===== config.mk =====
export PLATFORM = sky130hd
export DESIGN_NAME = timer_table_with_periodic_reload_flat
export DESIGN_NICKNAME = d
export VERILOG_FILES = /design/src/ttr_pkg.sv /design/src/ttr_req_if.sv /design/src/ttr_rsp_if.sv /design/src/timer_table_with_periodic_reload.sv /design/src/flat_wrapper.sv
export SDC_FILE = /design/constraint.sdc
export NUM_CORES = 1
export LEC_CHECK = 0
export BUFFER_PORTS_ARGS = -buffer_cell sky130_fd_sc_hd__buf_2
export CAP_MARGIN = 20
export CORE_MARGIN = 1
export CORE_UTILIZATION = 50
export DETAILED_ROUTE_END_ITERATION = 8
export HOLD_SLACK_MARGIN = 0.1
export PLACE_DENSITY = 0.65
export REMOVE_ABC_BUFFERS = 1
export SYNTH_ARGS = -nofsm -noshare
export SYNTH_HDL_FRONTEND = slang
export SYNTH_SLANG_ARGS = --single-unit
export TNS_END_PERCENT = 1

===== constraint.sdc =====
create_clock -name clk -period 12 [get_ports clk]
set_clock_uncertainty 0.2 [all_clocks]
set_input_delay 2.4 -clock clk [delete_from_list [all_inputs] [get_ports clk]]
set_output_delay 2.4 -clock clk [all_outputs]
set_load 0.005 [all_outputs]

===== src/ttr_pkg.sv =====
package ttr_pkg;

	localparam int TIMER_COUNT_DEF = 8;
	localparam int TIME_BITS_DEF   = 16;

	localparam int KIND_W   = 2;
	localparam int DELAY_W  = 15;
	localparam int PERIOD_W = 15;
	localparam int HANDLE_W = 3;
	localparam int STATUS_W = 3;

	typedef enum logic [KIND_W-1:0] {
		KIND_SET      = 2'd0,
		KIND_DELETE   = 2'd1,
		KIND_TICK     = 2'd2,
		KIND_DISPATCH = 2'd3
	} kind_t;

	typedef enum logic [STATUS_W-1:0] {
		STAT_ARMED   = 3'd0,
		STAT_REFUSED = 3'd1,
		STAT_DELETED = 3'd2,
		STAT_FIRED   = 3'd3,
		STAT_DONE    = 3'd4
	} status_t;

	typedef enum logic [2:0] {
		S_IDLE,
		S_SET,
		S_DREAD,
		S_DEVAL,
		S_RESP
	} state_t;

endpackage


===== src/ttr_req_if.sv =====
interface ttr_req_if;
	logic                          valid;
	logic                          ready;
	logic [ttr_pkg::KIND_W-1:0]    kind;
	logic [ttr_pkg::DELAY_W-1:0]   delay;
	logic [ttr_pkg::PERIOD_W-1:0]  period;
	logic [ttr_pkg::HANDLE_W-1:0]  handle;
	logic                          has_action;

	modport source (output valid, kind, delay, period, handle, has_action, input ready);
	modport sink   (input valid, kind, delay, period, handle, has_action, output ready);
endinterface


===== src/ttr_rsp_if.sv =====
interface ttr_rsp_if;
	logic                          valid;
	logic                          ready;
	logic [ttr_pkg::STATUS_W-1:0]  status;
	logic [ttr_pkg::HANDLE_W-1:0]  handle_res;
	logic                          last;

	modport source (output valid, status, handle_res, last, input ready);
	modport sink   (input valid, status, handle_res, last, output ready);
endinterface


===== src/timer_table_with_periodic_reload.sv =====
// Timer table with periodic reload.
// req (sink) carries one command beat: kind selects set, delete, tick or dispatch;
// delay/period/has_action matter for set, handle for delete.
// rsp (source) carries result beats: status, handle_res and last, which marks
// the final beat of a command. Tick gives no beat at all.
// Commands run on one sequencer walking the entry table one slot at a time
// through a single expiry/period memory port and one shared time adder:
//   tick      adds one to the time counter while idle and gives no beat.
//   delete    clears the armed bit, then gives its beat from the response step.
//   set       is refused when it has no action, else scans for the first free
//             entry and arms it, or is refused if no entry is free.
//   dispatch  reads each entry, evaluates each armed one, sends a fired beat
//             per expired entry, then ends with a done beat.
// req.ready is high only while the sequencer idles; one command at a time.
// Results leave through an output register, so a stalled receiver just holds
// the sequencer in its response step; no beat is dropped or repeated.
// Reset clears the armed bits and the time counter at once: every entry is
// free and the clock reads zero. Expiry and period storage needs no clearing,
// since an entry is only read while armed and arming writes both words.
module timer_table_with_periodic_reload #(
	parameter int TIMER_COUNT = ttr_pkg::TIMER_COUNT_DEF,
	parameter int TIME_BITS   = ttr_pkg::TIME_BITS_DEF
) (
	input  logic       clk,
	input  logic       arst_n,
	ttr_req_if.sink    req,
	ttr_rsp_if.source  rsp
);

	localparam int IDX_W = (TIMER_COUNT > 1) ? $clog2(TIMER_COUNT) : 1;
	localparam int TW    = TIME_BITS;
	localparam int HW    = ttr_pkg::HANDLE_W;
	localparam logic [IDX_W-1:0] IDX_LAST = IDX_W'(TIMER_COUNT - 1);

	// Sequencer state
	ttr_pkg::state_t  state_q, state_d;
	logic [IDX_W-1:0] idx_q, idx_d;

	// Command operands held across the scan
	logic [TW-1:0] delay_q;
	logic [TW-1:0] period_q;

	// Time counter and per-entry armed bits
	logic [TW-1:0]          now_q, now_d;
	logic [TIMER_COUNT-1:0] armed_q;

	// Entry storage: expiry and reload period, one port each, registered read
	logic [TW-1:0] exp_mem [TIMER_COUNT];
	logic [TW-1:0] per_mem [TIMER_COUNT];
	logic [TW-1:0] rd_exp_q;
	logic [TW-1:0] rd_per_q;

	// Pending result, waiting for the output register
	ttr_pkg::status_t res_status_q, res_status_d;
	logic [HW-1:0]    res_handle_q, res_handle_d;
	logic             res_last_q, res_last_d;

	// Output register
	logic                    out_valid_q;
	logic [ttr_pkg::STATUS_W-1:0] out_status_q;
	logic [HW-1:0]           out_handle_q;
	logic                    out_last_q;

	// Control strobes
	logic             accept;
	logic             out_free;
	logic             out_load;
	logic             at_end;
	logic             arm_we;
	logic [IDX_W-1:0] arm_idx;
	logic             arm_val;
	logic             exp_we;
	logic             per_we;
	logic [TW-1:0]    per_wdata;

	// Shared time adder and the expiry compare
	logic [TW-1:0] add_b;
	logic [TW-1:0] sum;
	logic [TW-1:0] diff;
	logic          expired;

	assign req.ready = (state_q == ttr_pkg::S_IDLE);
	assign accept    = req.valid && req.ready;
	assign out_free  = !out_valid_q || rsp.ready;
	assign at_end    = (idx_q == IDX_LAST);

	assign sum     = now_q + add_b;
	assign diff    = now_q - rd_exp_q;
	// expired when now is ahead of the expiry by less than half the range
	assign expired = (diff != '0) && !diff[TW-1];

	assign rsp.valid      = out_valid_q;
	assign rsp.status     = out_status_q;
	assign rsp.handle_res = out_handle_q;
	assign rsp.last       = out_last_q;

	always_comb begin
		// pick the adder operand by step: tick adds one, set adds the delay,
		// a reload adds the stored period
		case (state_q)
			ttr_pkg::S_SET:   add_b = delay_q;
			ttr_pkg::S_DEVAL: add_b = rd_per_q;
			default:          add_b = TW'(1);
		endcase
	end

	always_comb begin
		state_d      = state_q;
		idx_d        = idx_q;
		now_d        = now_q;
		res_status_d = res_status_q;
		res_handle_d = res_handle_q;
		res_last_d   = res_last_q;
		out_load     = 1'b0;
		arm_we       = 1'b0;
		arm_idx      = idx_q;
		arm_val      = 1'b0;
		exp_we       = 1'b0;
		per_we       = 1'b0;
		per_wdata    = period_q;

		case (state_q)
			ttr_pkg::S_IDLE: begin
				if (accept) begin
					case (ttr_pkg::kind_t'(req.kind))
						ttr_pkg::KIND_SET: begin
							if (req.has_action) begin
								idx_d   = '0;
								state_d = ttr_pkg::S_SET;
							end else begin
								res_status_d = ttr_pkg::STAT_REFUSED;
								res_handle_d = '0;
								res_last_d   = 1'b1;
								state_d      = ttr_pkg::S_RESP;
							end
						end
						ttr_pkg::KIND_DELETE: begin
							// drop the entry only if the handle names one
							if (32'(req.handle) < 32'(TIMER_COUNT)) begin
								arm_we  = 1'b1;
								arm_idx = IDX_W'(req.handle);
								arm_val = 1'b0;
							end
							res_status_d = ttr_pkg::STAT_DELETED;
							res_handle_d = '0;
							res_last_d   = 1'b1;
							state_d      = ttr_pkg::S_RESP;
						end
						ttr_pkg::KIND_TICK: begin
							now_d = sum;
						end
						ttr_pkg::KIND_DISPATCH: begin
							idx_d   = '0;
							state_d = ttr_pkg::S_DREAD;
						end
						default: begin
							state_d = ttr_pkg::S_IDLE;
						end
					endcase
				end
			end

			ttr_pkg::S_SET: begin
				if (!armed_q[idx_q]) begin
					// arm the first free entry found
					arm_we       = 1'b1;
					arm_val      = 1'b1;
					exp_we       = 1'b1;
					per_we       = 1'b1;
					per_wdata    = period_q;
					res_status_d = ttr_pkg::STAT_ARMED;
					res_handle_d = HW'(idx_q);
					res_last_d   = 1'b1;
					state_d      = ttr_pkg::S_RESP;
				end else if (at_end) begin
					res_status_d = ttr_pkg::STAT_REFUSED;
					res_handle_d = '0;
					res_last_d   = 1'b1;
					state_d      = ttr_pkg::S_RESP;
				end else begin
					idx_d = idx_q + IDX_W'(1);
				end
			end

			ttr_pkg::S_DREAD: begin
				// storage read of idx_q lands at this edge
				if (armed_q[idx_q]) begin
					state_d = ttr_pkg::S_DEVAL;
				end else if (at_end) begin
					res_status_d = ttr_pkg::STAT_DONE;
					res_handle_d = '0;
					res_last_d   = 1'b1;
					state_d      = ttr_pkg::S_RESP;
				end else begin
					idx_d = idx_q + IDX_W'(1);
				end
			end

			ttr_pkg::S_DEVAL: begin
				if (expired) begin
					if (rd_per_q != '0) begin
						// periodic: reload relative to dispatch time
						exp_we = 1'b1;
					end else begin
						// one-shot: free the entry
						arm_we  = 1'b1;
						arm_val = 1'b0;
					end
					res_status_d = ttr_pkg::STAT_FIRED;
					res_handle_d = HW'(idx_q);
					res_last_d   = 1'b0;
					state_d      = ttr_pkg::S_RESP;
				end else if (at_end) begin
					res_status_d = ttr_pkg::STAT_DONE;
					res_handle_d = '0;
					res_last_d   = 1'b1;
					state_d      = ttr_pkg::S_RESP;
				end else begin
					idx_d   = idx_q + IDX_W'(1);
					state_d = ttr_pkg::S_DREAD;
				end
			end

			ttr_pkg::S_RESP: begin
				// hold the pending beat until the output register frees up
				if (out_free) begin
					out_load = 1'b1;
					if (res_last_q) begin
						state_d = ttr_pkg::S_IDLE;
					end else if (at_end) begin
						res_status_d = ttr_pkg::STAT_DONE;
						res_handle_d = '0;
						res_last_d   = 1'b1;
					end else begin
						idx_d   = idx_q + IDX_W'(1);
						state_d = ttr_pkg::S_DREAD;
					end
				end
			end

			default: begin
				state_d = ttr_pkg::S_IDLE;
			end
		endcase
	end

	always_ff @(posedge clk or negedge arst_n) begin
		if (!arst_n) begin
			state_q     <= ttr_pkg::S_IDLE;
			idx_q       <= '0;
			now_q       <= '0;
			armed_q     <= '0;
			out_valid_q <= 1'b0;
			res_last_q  <= 1'b0;
		end else begin
			state_q    <= state_d;
			idx_q      <= idx_d;
			now_q      <= now_d;
			res_last_q <= res_last_d;
			if (arm_we) begin
				armed_q[arm_idx] <= arm_val;
			end
			if (out_load) begin
				out_valid_q <= 1'b1;
			end else if (rsp.ready) begin
				out_valid_q <= 1'b0;
			end
		end
	end

	// Payload registers
	always_ff @(posedge clk) begin
		res_status_q <= res_status_d;
		res_handle_q <= res_handle_d;
		if (accept) begin
			delay_q  <= TW'(req.delay);
			period_q <= TW'(req.period);
		end
		if (out_load) begin
			out_status_q <= res_status_q;
			out_handle_q <= res_handle_q;
			out_last_q   <= res_last_q;
		end
	end

	// Entry storage
	always_ff @(posedge clk) begin
		if (exp_we) begin
			exp_mem[idx_q] <= sum;
		end
		if (per_we) begin
			per_mem[idx_q] <= per_wdata;
		end
		rd_exp_q <= exp_mem[idx_q];
		rd_per_q <= per_mem[idx_q];
	end

endmodule

===== src/flat_wrapper.sv =====
// flat-port wrapper written by rule: the top's interface ports become plain ports
module timer_table_with_periodic_reload_flat 
#(
	parameter int TIMER_COUNT = ttr_pkg::TIMER_COUNT_DEF,
	parameter int TIME_BITS   = ttr_pkg::TIME_BITS_DEF
)
  (clk, arst_n, req_valid, req_kind, req_delay, req_period, req_handle, req_has_action, req_ready, rsp_valid, rsp_status, rsp_handle_res, rsp_last, rsp_ready);
  ttr_req_if req_i ();
  ttr_rsp_if rsp_i ();
  input  logic clk;
  input  logic arst_n;
  input wire logic [$bits(req_i.valid)-1:0] req_valid;
  input wire logic [$bits(req_i.kind)-1:0] req_kind;
  input wire logic [$bits(req_i.delay)-1:0] req_delay;
  input wire logic [$bits(req_i.period)-1:0] req_period;
  input wire logic [$bits(req_i.handle)-1:0] req_handle;
  input wire logic [$bits(req_i.has_action)-1:0] req_has_action;
  output wire logic [$bits(req_i.ready)-1:0] req_ready;
  output wire logic [$bits(rsp_i.valid)-1:0] rsp_valid;
  output wire logic [$bits(rsp_i.status)-1:0] rsp_status;
  output wire logic [$bits(rsp_i.handle_res)-1:0] rsp_handle_res;
  output wire logic [$bits(rsp_i.last)-1:0] rsp_last;
  input wire logic [$bits(rsp_i.ready)-1:0] rsp_ready;
  assign req_i.valid = req_valid;
  assign req_i.kind = req_kind;
  assign req_i.delay = req_delay;
  assign req_i.period = req_period;
  assign req_i.handle = req_handle;
  assign req_i.has_action = req_has_action;
  assign req_ready = req_i.ready;
  assign rsp_valid = rsp_i.valid;
  assign rsp_status = rsp_i.status;
  assign rsp_handle_res = rsp_i.handle_res;
  assign rsp_last = rsp_i.last;
  assign rsp_i.ready = rsp_ready;
  timer_table_with_periodic_reload #(.TIMER_COUNT(TIMER_COUNT), .TIME_BITS(TIME_BITS)) u_core (.clk(clk), .arst_n(arst_n), .req(req_i), .rsp(rsp_i));
endmodule

==> out/summary.log, run 1 <==
INFO  global_routing grt_max_degree=35
INFO  route          detail-route-antenna-nets=0
INFO  global_routing globalRouteOverflowTotal=0
INFO  clock_network  clock-root-buffer=sky130_fd_sc_hd__clkbuf_16
INFO  critical_path  start_kind=register
INFO  critical_path  critical_path.endpoint_type=register
INFO  die            core_area=28700um2
INFO  global_routing first_pass_grt_wire_length=50800um
INFO  run_status     status=finished, final reports clean
INFO  placement      io_buffer_count=48
INFO  job            max_cap_viol_count=0
INFO  sta            finalSetupTns=0ns
INFO  critical_path  critical_path.reg2reg.startpoint=u_core.state_q[2]
INFO  clock_network  cts_hold_buffers=0
INFO  global_routing groute.usage.overall=22.5%
INFO  placement      place_congestion=0.833
INFO  finish         final_cell_mix=sky130_fd_sc_hd__edfxtp_1 (291), sky130_fd_sc_hd__a22oi_1 (120), sky130_fd_sc_hd__buf_2 (48)
INFO  min_path       worstHoldEndpoint=u_core.rd_per_q[11]
INFO  finish         final_common_cell=sky130_fd_sc_hd__edfxtp_1
INFO  critical_path  critPathArrivalTime=5.05ns
INFO  finish         final-seq-area=10200um2
INFO  power          power_per_cell_area=246nW/um2
INFO  global_routing first_global_vias=8691
INFO  power          total_power=4050uW
INFO  yosys          async_reset_ff_share=9.04%
INFO  route          drt_iter0_drc=828
INFO  finish         ant_diodes=0
INFO  sta            final_max_slew_viol_count=0
INFO  global_routing initial_antenna_violation_count=1
INFO  sta            period_needed=4.82ns
INFO  critical_path  critical_path_class=register to register
INFO  min_path       worstHoldStart=u_core.per_mem[3][11]
INFO  die            std_cell_rows=62
INFO  yosys          yosys_synthesis_warning_count=0
INFO  critical_path  worst-path-buf-inv=0
INFO  finish         finalNetCount=1149
INFO  yosys          post_synth_num_cell_types=71
INFO  sta            period_share=40.2%
INFO  sta            maxSlewHeadroom=28.6%
INFO  critical_path  cell_by_cell_trace_of_the_critical_path=nor2b_1 -> and2_1 -> a22oi_1 -> fa_1 -> nor2b_1 -> o21a_1 -> o21a_1 -> nor4_1 -> nor4_1 -> nor3_1 -> o41ai_1 -> xor2_1 -> mux2_2
INFO  min_path       worst_hold_path.num_cells=2
INFO  route          drc=0
INFO  clock_network  cts_sinks=354
INFO  die            die-width=173um
INFO  yosys          postSynth.topFlopCell=sky130_fd_sc_hd__edfxtp_1
INFO  die            design.die.area=29800um2
INFO  sta            timing.final.hold_violations=0
INFO  sta            grt_setup_unrepaired=false
INFO  clock_network  post_cts_buffers=0
INFO  yosys          synth.cell_area=14600um2
INFO  yosys          ys_seq_area_share=69.8%
INFO  critical_path  cp_max_fo=25
INFO  sta            finalSetupViolCount=0
INFO  die            initial_core_util=50.7%
INFO  finish         nFillCells=2262
INFO  critical_path  slowest_delay=0.65ns
INFO  clock_network  clkTransAtPathRegs=0.06ns
INFO  yosys          postSynthRegisterBits=354
INFO  sta            maxClockFrequency=207MHz
INFO  yosys          syn_inst=1009
INFO  route          detail_route.wirelength=33300um
INFO  yosys          avgSynthCellArea=14.4um2
INFO  clock_network  cts-buffers-inserted=36
INFO  critical_path  reg2reg_depth=13
INFO  clock_network  clock_tree.buffer_depth=3
INFO  critical_path  worstPathRequired=12.23ns
INFO  route          vias_per_cell=6.00
INFO  critical_path  worst_r2r_endpoint=u_core.now_q[14]
INFO  clock_network  post_cts.resized_instances=0
INFO  min_path       worstHoldPathType=register to register
INFO  die            num_io_pins=49
INFO  critical_path  cpMaxStageDelayCell=sky130_fd_sc_hd__dfrtp_1
INFO  power          vdd.ir_drop.worst=146uV
INFO  route          wire_per_inst=22.5um
INFO  finish         area.growth.synth_to_final=13.1%
INFO  clock_network  cts_tree=yes
INFO  clock_network  clk-insertion-delay-late=0.51ns
INFO  finish         multi_input_area=4130um2
INFO  critical_path  worst-r2r-setup-slack=7.18ns
INFO  critical_path  critical-path-top-delay-family=simple AND/OR/NAND/NOR gates
INFO  power          p_leak=0.00584uW
INFO  finish         drive_above_1_share=15.9%
INFO  clock_network  htreeDepth=2
INFO  route          vias=8888
INFO  route          drt_first_pass_iters=7
INFO  placement      hpwl=20200um
INFO  sta            transition_time_at_the_pin_with_the_least_slew_margin=1.07ns
INFO  yosys          synth_edf_count=291
INFO  die            dieHeight=173um
per-layer routing:
layer  global-route usage, %  wire [um]  up-vias
met1                    31.8      14800     4371
met4                    8.48        908        2
li1                        -          -     4109
met3                    3.23       1990       68
met2                    35.6      15700      338
met5                       0         17        -
synth_stat cells, drive strengths merged (5+ instances only):
master	number	area share, %
a21o	5	0.26
o21ai	30	1.1
a22o	13	0.78
and2	8	0.35
nor4	9	0.47
nor2	41	1.1
nand2	41	1.1
ha	37	3.2
dfxtp	31	4.3
edfxtp	291	60
mux2i	11	0.76
clkbuf	42	1.1
o21a	8	0.41
xor2	6	0.36
xnor2	13	0.78
a31oi	6	0.26
mux2	19	1.5
a21oi	40	1.4
nand3	14	0.48
or2	5	0.21
or3	7	0.31
dfrtp	32	5.5
and3	8	0.34
inv	35	0.90
nor3	21	0.72
a22oi	120	6.2
nand2b	7	0.30
o22ai	5	0.21
nor2b	11	0.47
nand4	35	1.5
flip-flops by register name (all words and copies together), names as in the netlist, 3 cells and up:
| signal | cells |
|---|---|
| u_core.exp_mem | 128 |
| u_core.per_mem | 120 |
| u_core.now_q | 16 |
| u_core.rd_exp_q | 16 |
| u_core.delay_q | 15 |
| u_core.period_q | 15 |
| u_core.rd_per_q | 15 |
| u_core.armed_q | 8 |
| u_core.idx_q | 3 |
| u_core.res_handle_q | 3 |
| u_core.res_status_q | 3 |
| u_core.rsp.handle_res | 3 |
| u_core.rsp.status | 3 |
| u_core.state_q | 3 |
how the worst max path moves through the flow:
stage / startpoint / endpoint / slack, ns / cells after the start
after floorplan: u_core.now_q[0] / u_core.exp_mem[0][0] / 7.28 / 12
after global placement: req_valid / u_core.now_q[4] / 7.30 / 4
after detailed placement: req_valid / u_core.now_q[15] / 7.20 / 5
after CTS: u_core.state_q[2] / u_core.now_q[14] / 7.19 / 13
after global routing: u_core.state_q[2] / u_core.now_q[14] / 6.69 / 13
final: u_core.state_q[2] / u_core.now_q[14] / 7.18 / 13
where the power goes:
part,internal (uW),switching (uW),leakage (uW),total (uW)
clock network,666,441,0.000581,1110
logic,449,741,0.00196,1190
registers,1610,145,0.00329,1760
worst min-delay path, cell delays in order (launching register included):
cell,delay (ns)
sky130_fd_sc_hd__edfxtp_1,0.32
sky130_fd_sc_hd__a22oi_1,0.06
sky130_fd_sc_hd__nand4_1,0.06
cell families (layout without fill, tap and decap cells):
kind of cell	after synthesis	count (layout)	synth area share [%]
compound gates	262	262	12.8
xor+xnor	19	19	1.14
fa+ha+maj	39	39	3.45
buf+inv	81	169	2.14
flops	354	354	69.8
mux	32	32	2.59
simple gates	222	222	8.15
per-stage QoR:
stage               cell area [um2]  setup slack, ns  utilization [%]  cells  hold slack [ns]
floorplan                     14400             7.28                -    963            0.227
global placement              15300             7.30             53.3   1416            0.250
detailed placement            15300             7.20             53.3   1416            0.258
CTS                           16500             7.19             57.4   1481            0.276
global route                  16500             6.69             57.4   1481            0.293
finish                        16500             7.18             57.4   1481            0.273
layout make-up:
class,instances,area share [%]
flip-flops and latches,354,61.7
multi-input cells,574,25.0
clock buffers,47,5.98
well taps,384,2.92
repair buffers,69,2.41
clock inverters,18,1.18
inverters,35,0.797
Power figures use the tool's default switching activity.
==> run 2, diff against run 1 <==
Clock period 12 ns to 5 ns, I/O delays scaled along.
==> out/summary.log, run 2 (same netlist as run 1, synthesis figures left out) <==
INFO  min_path       worstHoldPathType=register to register [unchanged]
INFO  clock_network  cts_sinks=354 [unchanged]
INFO  die            num_io_pins=49 [unchanged]
INFO  clock_network  clkTransAtPathRegs=0.06ns [about the same]
INFO  clock_network  clock_tree.buffer_depth=3 [unchanged]
INFO  sta            transition_time_at_the_pin_with_the_least_slew_margin=1.01ns [was 1.07 ns]
INFO  finish         largest_register_ffs=128 [unchanged]
INFO  global_routing groute.usage.overall=24.0% [was 22.5%]
INFO  clock_network  clk-insertion-delay-late=0.53ns [was 0.51 ns]
INFO  die            initial_core_util=50.7% [unchanged]
INFO  critical_path  slowest_delay=0.52ns [was 0.65 ns]
INFO  critical_path  reg2reg_depth=17 [was 13]
INFO  global_routing first_pass_grt_wire_length=53700um [was 50800 um]
INFO  die            core_area=28700um2 [unchanged]
INFO  sta            setup_ws=0.583ns [was 7.18 ns]
INFO  placement      place_congestion=0.938 [was 0.833]
INFO  min_path       worstHoldStart=u_core.res_handle_q[0] [was u_core.per_mem[3][11]]
INFO  sta            grt_setup_unrepaired=false [unchanged]
INFO  finish         multi_input_area=4130um2 [unchanged]
INFO  power          share_clk_of_total_power=27.2% [was 27.3%]
INFO  die            die-width=173um [unchanged]
INFO  global_routing initial_antenna_violation_count=0 [was 1]
INFO  placement      post-place-cells=1424 [was 1416]
INFO  sta            maxClockFrequency=226MHz [was 207 MHz]
INFO  power          total_power=9830uW [was 4050 uW]
INFO  critical_path  cpMaxStageDelayCell=sky130_fd_sc_hd__xor2_1 [was sky130_fd_sc_hd__dfrtp_1]
INFO  clock_network  htreeDepth=2 [unchanged]
INFO  route          drc=0 [unchanged]
INFO  clock_network  post_cts_buffers=0 [unchanged]
INFO  critical_path  critical_path_class=register to register [unchanged]
INFO  finish         ant_diodes=0 [unchanged]
INFO  sta            maxSlewHeadroom=32.6% [was 28.6%]
INFO  finish         area.growth.synth_to_final=13.6% [was 13.1%]
INFO  global_routing grt_max_degree=34 [was 35]
INFO  critical_path  critical_path.reg2reg.startpoint=u_core.state_q[2] [unchanged]
INFO  power          comb_power_share=30.5% [was 29.4%]
INFO  die            dieHeight=173um [unchanged]
INFO  power          vdd.ir_drop.worst=391uV [was 146 uV]
INFO  sta            timing.final.hold_violations=0 [unchanged]
INFO  finish         nFillCells=2260 [was 2262]
INFO  power          switching_share=33.5% [was 32.7%]
INFO  placement      io_buffer_count=48 [unchanged]
INFO  clock_network  post_cts.resized_instances=0 [unchanged]
INFO  critical_path  worst_r2r_endpoint=u_core.now_q[14] [unchanged]
INFO  power          power_switching=3290uW [was 1330 uW]
INFO  finish         top_register=u_core.exp_mem [unchanged]
INFO  critical_path  cell_by_cell_trace_of_the_critical_path=buf_4 -> nor2b_1 -> nand2_1 -> nor2_1 -> a21oi_1 -> ha_1 -> inv_1 -> fa_1 -> nor2b_1 -> o21a_1 -> o21a_1 -> nor4_1 -> nor4_1 -> nor3_1 -> o41ai_1 -> xor2_1 -> mux2_2 [was nor2b_1 -> and2_1 -> a22oi_1 -> fa_1 -> nor2b_1 -> o21a_1 -> o21a_1 -> nor4_1 -> nor4_1 -> nor3_1 -> o41ai_1 -> xor2_1 -> mux2_2]
INFO  global_routing first_global_vias=8843 [was 8691]
INFO  power          p_leak=0.00587uW [was 0.00584 uW]
INFO  global_routing globalRouteOverflowTotal=0 [unchanged]
INFO  critical_path  worst-r2r-setup-slack=0.58ns [was 7.18 ns]
INFO  route          drt_first_pass_iters=5 [was 7]
INFO  finish         final_cells=1491 [was 1481]
INFO  route          vias=9003 [was 8888]
INFO  critical_path  worstPathRequired=5.27ns [was 12.23 ns]
INFO  power          intPower=6530uW [was 2730 uW]
INFO  route          vias_per_cell=6.04 [was 6.00]
INFO  sta            finalSetupTns=0ns [unchanged]
INFO  sta            finalSetupViolCount=0 [unchanged]
INFO  finish         final_core_utilization=57.6% [was 57.4%]
INFO  min_path       worst_hold_path.num_cells=0 [was 2]
INFO  sta            period_needed=4.42ns [was 4.82 ns]
INFO  critical_path  cp_max_fo=24 [was 25]
INFO  route          detail-route-antenna-nets=0 [unchanged]
INFO  finish         finalNetCount=1158 [was 1149]
INFO  route          drt_iter0_drc=903 [was 828]
INFO  die            std_cell_rows=62 [unchanged]
INFO  finish         final-seq-area=10200um2 [unchanged]
INFO  route          detail_route.wirelength=35300um [was 33300 um]
INFO  finish         reg.largest.list=u_core.exp_mem (128), u_core.per_mem (120) [unchanged]
INFO  finish         final_common_cell=sky130_fd_sc_hd__edfxtp_1 [unchanged]
INFO  run_status     status=finished, final reports clean [unchanged]
INFO  min_path       worstHoldEndpoint=u_core.rsp.handle_res[0] [was u_core.rd_per_q[11]]
INFO  sta            period_share=88.3% [was 40.2%]
INFO  clock_network  clock-root-buffer=sky130_fd_sc_hd__clkbuf_16 [unchanged]
INFO  finish         drive_above_1_share=16.4% [was 15.9%]
INFO  critical_path  critical_path.endpoint_type=register [unchanged]
INFO  clock_network  cts_tree=yes [unchanged]
INFO  power          power.sequential.fraction=42.4% [was 43.3%]
INFO  placement      hpwl=21800um [was 20200 um]
INFO  route          wire_per_inst=23.6um [was 22.5 um]
INFO  clock_network  cts-buffers-inserted=37 [was 36]
INFO  die            design.die.area=29800um2 [unchanged]
INFO  job            max_cap_viol_count=0 [unchanged]
INFO  finish         final_cell_mix=sky130_fd_sc_hd__edfxtp_1 (291), sky130_fd_sc_hd__a22oi_1 (120), sky130_fd_sc_hd__buf_2 (48) [unchanged]
INFO  critical_path  critPathArrivalTime=4.69ns [was 5.05 ns]
INFO  clock_network  cts_hold_buffers=0 [unchanged]
INFO  critical_path  start_kind=register [unchanged]
INFO  placement      dp_worst_setup_slack=0.721ns [was 7.20 ns]
INFO  sta            final_max_slew_viol_count=0 [unchanged]
INFO  power          power_per_cell_area=594nW/um2 [was 246 nW/um2]
run 2: cell count changes in the layout (fill, tap and decap cells not counted), moves of 2 or more:
cell / previous run / this run
sky130_fd_sc_hd__clkbuf_1: 9 / 7
sky130_fd_sc_hd__clkinv_1: 5 / 9
sky130_fd_sc_hd__buf_4: 21 / 29
sky130_fd_sc_hd__clkinvlp_4: 0 / 2
sky130_fd_sc_hd__inv_6: 0 / 2
sky130_fd_sc_hd__clkinv_2: 8 / 3
sky130_fd_sc_hd__clkbuf_8: 0 / 2
run 2: through the flow:
| step | cell area [um2] | hold slack (ns) |
|---|---|---|
| floorplan | 14400 | 0.227 |
| global placement | 15400 | 0.255 |
| detailed placement | 15400 | 0.255 |
| CTS | 16500 | 0.276 |
| global route | 16500 | 0.283 |
| finish | 16500 | 0.271 |
run 2: per-layer routing:
metal	GRT usage, %	vias to the layer above	wire length [um]
met4	9.77	0	1170
met2	38.0	357	16600
met5	0	-	0
met3	4.86	74	2610
li1	-	4126	-
met1	32.7	4446	14900
run 2: worst max-delay path by stage:
stage                                  from                   end  slack [ns]  cells past startpoint
final                     u_core.state_q[2]      u_core.now_q[14]        0.58                     17
after global routing      u_core.state_q[2]      u_core.now_q[14]        0.31                     17
after CTS                 u_core.state_q[2]      u_core.now_q[14]        0.69                     17
after detailed placement  u_core.state_q[2]      u_core.now_q[14]        0.72                     17
after global placement    u_core.state_q[2]      u_core.now_q[12]        0.79                     17
after floorplan             u_core.now_q[0]  u_core.exp_mem[0][0]        0.28                     12
run 2: cell type report:
| cell class | instances | area share [%] |
|---|---|---|
| Clock buffer | 46 | 5.92 |
| Clock inverter | 21 | 1.21 |
| Inverter | 35 | 0.794 |
| Multi-Input combinational cell | 574 | 25.0 |
| Sequential cell | 354 | 61.4 |
| Tap cell | 384 | 2.91 |
| Timing Repair Buffer | 77 | 2.77 |
run 2: power by group through the flow:
stage	logic [uW]	clock network (uW)	registers (uW)
2_1_floorplan	2030	0	4110
3_3_place_gp	2930	0	4210
5_1_grt	3290	2820	4200
4_1_cts	2970	2700	4160
6_report	2990	2670	4160
3_5_place_dp	2950	0	4220
run 2: worst max-delay path, delay by kind of cell (launching register included):
family / cells / cell delay [ns]
AO/OA/AOI/OAI: 4 / 0.97
XOR/XNOR: 1 / 0.52
adder cells (fa/ha/maj): 2 / 0.65
buffers and inverters: 2 / 0.30
flip-flops: 1 / 0.34
multiplexers: 1 / 0.26
AND/OR/NAND/NOR: 7 / 1.09
==> run 3, diff against run 2 <==
Settings changed: SKIP_LAST_GASP set to 1, TNS_END_PERCENT 1 to not set.
Clock period 5 ns to 5.33 ns, I/O delays scaled along.
==> out/summary.log, run 3 (same netlist as run 1, synthesis figures left out) <==
INFO  clock_network  cts_tree=yes [unchanged]
INFO  finish         multi_input_area=4130um2 [unchanged]
INFO  finish         final_cell_mix=sky130_fd_sc_hd__edfxtp_1 (291), sky130_fd_sc_hd__a22oi_1 (120), sky130_fd_sc_hd__buf_2 (48) [unchanged]
INFO  finish         finalNetCount=1154 [was 1158]
INFO  placement      io_buffer_count=48 [unchanged]
INFO  min_path       worstHoldPathType=register to register [unchanged]
INFO  route          detail_route.wirelength=35200um [was 35300 um]
INFO  clock_network  post_cts_buffers=0 [unchanged]
INFO  die            design.die.area=29800um2 [unchanged]
INFO  global_routing groute.usage.overall=23.9% [was 24.0%]
INFO  route          drt_iter0_drc=757 [was 903]
INFO  critical_path  cpMaxStageDelayCell=sky130_fd_sc_hd__xnor2_1 [was sky130_fd_sc_hd__xor2_1]
INFO  finish         final_cells=1487 [was 1491]
INFO  route          vias=8972 [was 9003]
INFO  power          p_leak=0.00587uW [about the same]
INFO  critical_path  reg2reg_depth=14 [was 17]
INFO  critical_path  critical-path-top-delay-family=simple AND/OR/NAND/NOR gates [unchanged]
INFO  critical_path  start_kind=register [unchanged]
INFO  global_routing globalRouteOverflowTotal=0 [unchanged]
INFO  global_routing first_global_vias=8899 [was 8843]
INFO  critical_path  critPathArrivalTime=4.76ns [was 4.69 ns]
INFO  critical_path  worst-r2r-setup-slack=0.82ns [was 0.58 ns]
INFO  critical_path  critical_path_class=register to register [unchanged]
INFO  route          wire_per_inst=23.6um [about the same]
INFO  critical_path  worst-path-buf-inv=1 [was 2]
INFO  sta            finalSetupTns=0ns [unchanged]
INFO  placement      place_congestion=0.898 [was 0.938]
INFO  die            dieHeight=173um [unchanged]
INFO  critical_path  crit_end=u_core.now_q[12] [was u_core.now_q[14]]
INFO  power          total_power=9230uW [was 9830 uW]
INFO  power          power_per_cell_area=558nW/um2 [was 594 nW/um2]
INFO  sta            period_share=84.7% [was 88.3%]
INFO  global_routing initial_antenna_violation_count=0 [unchanged]
INFO  sta            maxSlewHeadroom=35.2% [was 32.6%]
INFO  route          drc=0 [unchanged]
INFO  die            std_cell_rows=62 [unchanged]
INFO  placement      hpwl=21600um [was 21800 um]
INFO  clock_network  cts-buffers-inserted=37 [unchanged]
INFO  finish         final_common_cell=sky130_fd_sc_hd__edfxtp_1 [unchanged]
INFO  run_status     status=finished, final reports clean [unchanged]
INFO  clock_network  clk-insertion-delay-late=0.52ns [was 0.53 ns]
INFO  sta            final_max_slew_viol_count=0 [unchanged]
INFO  placement      post-place-cells=1420 [was 1424]
INFO  finish         area.growth.synth_to_final=13.6% [about the same]
INFO  finish         final-seq-area=10200um2 [unchanged]
INFO  finish         nFillCells=2271 [was 2260]
INFO  finish         largest_register_ffs=128 [unchanged]
INFO  power          vdd.ir_drop.worst=341uV [was 391 uV]
INFO  die            core_area=28700um2 [unchanged]
INFO  route          vias_per_cell=6.03 [was 6.04]
INFO  clock_network  clkTransAtPathRegs=0.06ns [about the same]
INFO  global_routing first_pass_grt_wire_length=53600um [was 53700 um]
INFO  finish         reg.largest.list=u_core.exp_mem (128), u_core.per_mem (120) [unchanged]
INFO  sta            fin_hold_ws=0.269ns [was 0.271 ns]
INFO  sta            maxClockFrequency=222MHz [was 226 MHz]
INFO  sta            grt_setup_unrepaired=false [unchanged]
INFO  finish         drive_above_1_share=16.9% [was 16.4%]
INFO  finish         ant_diodes=0 [unchanged]
INFO  die            num_io_pins=49 [unchanged]
INFO  critical_path  cp_max_fo=15 [was 24]
INFO  clock_network  htreeDepth=2 [unchanged]
INFO  die            die-width=173um [unchanged]
INFO  critical_path  critical_path_cell_count=14 [was 17]
INFO  critical_path  worst_r2r_endpoint=u_core.now_q[12] [was u_core.now_q[14]]
INFO  job            max_cap_viol_count=0 [unchanged]
INFO  placement      dp_worst_setup_slack=0.899ns [was 0.721 ns]
INFO  clock_network  post_cts.resized_instances=0 [unchanged]
INFO  die            initial_core_util=50.7% [unchanged]
INFO  critical_path  worst_setup_path_startpoint=u_core.state_q[1] [was u_core.state_q[2]]
INFO  critical_path  worstPathRequired=5.57ns [was 5.27 ns]
INFO  critical_path  critical_path.endpoint_type=register [unchanged]
INFO  sta            transition_time_at_the_pin_with_the_least_slew_margin=0.965ns [was 1.01 ns]
INFO  clock_network  cts_hold_buffers=0 [unchanged]
INFO  clock_network  clock_tree.buffer_depth=3 [unchanged]
INFO  route          detail-route-antenna-nets=0 [unchanged]
INFO  critical_path  slowest_delay=0.55ns [was 0.52 ns]
INFO  critical_path  critical_path.reg2reg.startpoint=u_core.state_q[1] [was u_core.state_q[2]]
INFO  sta            finalSetupViolCount=0 [unchanged]
INFO  finish         top_register=u_core.exp_mem [unchanged]
INFO  sta            timing.final.hold_violations=0 [unchanged]
INFO  clock_network  clock-root-buffer=sky130_fd_sc_hd__clkbuf_16 [unchanged]
INFO  clock_network  cts_sinks=354 [unchanged]
INFO  sta            setup_ws=0.816ns [was 0.583 ns]
INFO  critical_path  cell_by_cell_trace_of_the_critical_path=nor2b_1 -> and2_1 -> buf_4 -> a22oi_1 -> fa_1 -> nor2b_1 -> o21a_1 -> o21a_1 -> nor4_1 -> nor4_1 -> nor3_1 -> or3_1 -> xnor2_1 -> mux2_2 [was buf_4 -> nor2b_1 -> nand2_1 -> nor2_1 -> a21oi_1 -> ha_1 -> inv_1 -> fa_1 -> nor2b_1 -> o21a_1 -> o21a_1 -> nor4_1 -> nor4_1 -> nor3_1 -> o41ai_1 -> xor2_1 -> mux2_2]
INFO  route          drt_first_pass_iters=5 [unchanged]
INFO  sta            period_needed=4.51ns [was 4.42 ns]
INFO  global_routing grt_max_degree=34 [unchanged]
-- run 3: cell types whose count changed in the layout (fill, tap and decap cells not counted), sizes merged --
cell / change
inv: -2
bufinv: -1
buf: -4
clkinv: -1
clkbuf: +4
-- run 3: report_power, final --
group | total (uW) | internal [uW] | switching, uW | leakage, uW
combinational | 2800 | 1030 | 1780 | 0.00198
clock | 2510 | 1490 | 1030 | 0.000598
sequential | 3920 | 3630 | 283 | 0.00329
-- run 3: worst min-delay path by stage --
stage / start / end / slack (ns) / cells past startpoint
final: u_core.exp_mem[1][14] / u_core.rd_exp_q[14] / 0.27 / 2
after floorplan: u_core.res_status_q[0] / u_core.rsp.status[0] / 0.23 / 0
after detailed placement: u_core.exp_mem[4][4] / u_core.rd_exp_q[4] / 0.26 / 2
after global placement: u_core.res_status_q[0] / u_core.rsp.status[0] / 0.26 / 0
after CTS: u_core.exp_mem[4][4] / u_core.rd_exp_q[4] / 0.27 / 2
after global routing: u_core.res_handle_q[2] / u_core.rsp.handle_res[2] / 0.28 / 0
-- run 3: through the flow --
step                cell area [um2]  utilization (%)
global placement              15300             53.4
global route                  16500             57.6
detailed placement            15300             53.4
floorplan                     14400                -
CTS                           16500             57.6
finish                        16500             57.6
-- run 3: tightest hold or removal path, stage by stage (launching register included) --
cell and delay (ns):
sky130_fd_sc_hd__edfxtp_1 0.32, sky130_fd_sc_hd__a22oi_1 0.06, sky130_fd_sc_hd__nand4_1 0.06
-- run 3: layout make-up --
cell class                      instances  area share (%)
Clock inverter                         17            1.01
Clock buffer                           50            6.32
Multi-Input combinational cell        574            24.9
Inverter                               35           0.794
Sequential cell                       354            61.4
Tap cell                              384            2.90
Timing Repair Buffer                   73            2.59
-- run 3: metal layers --
layer	share of wire [%]	track usage, %
met2	47	38.7
met4	2.6	7.30
met3	5.9	3.36
met1	44	33.7
met5	0	0
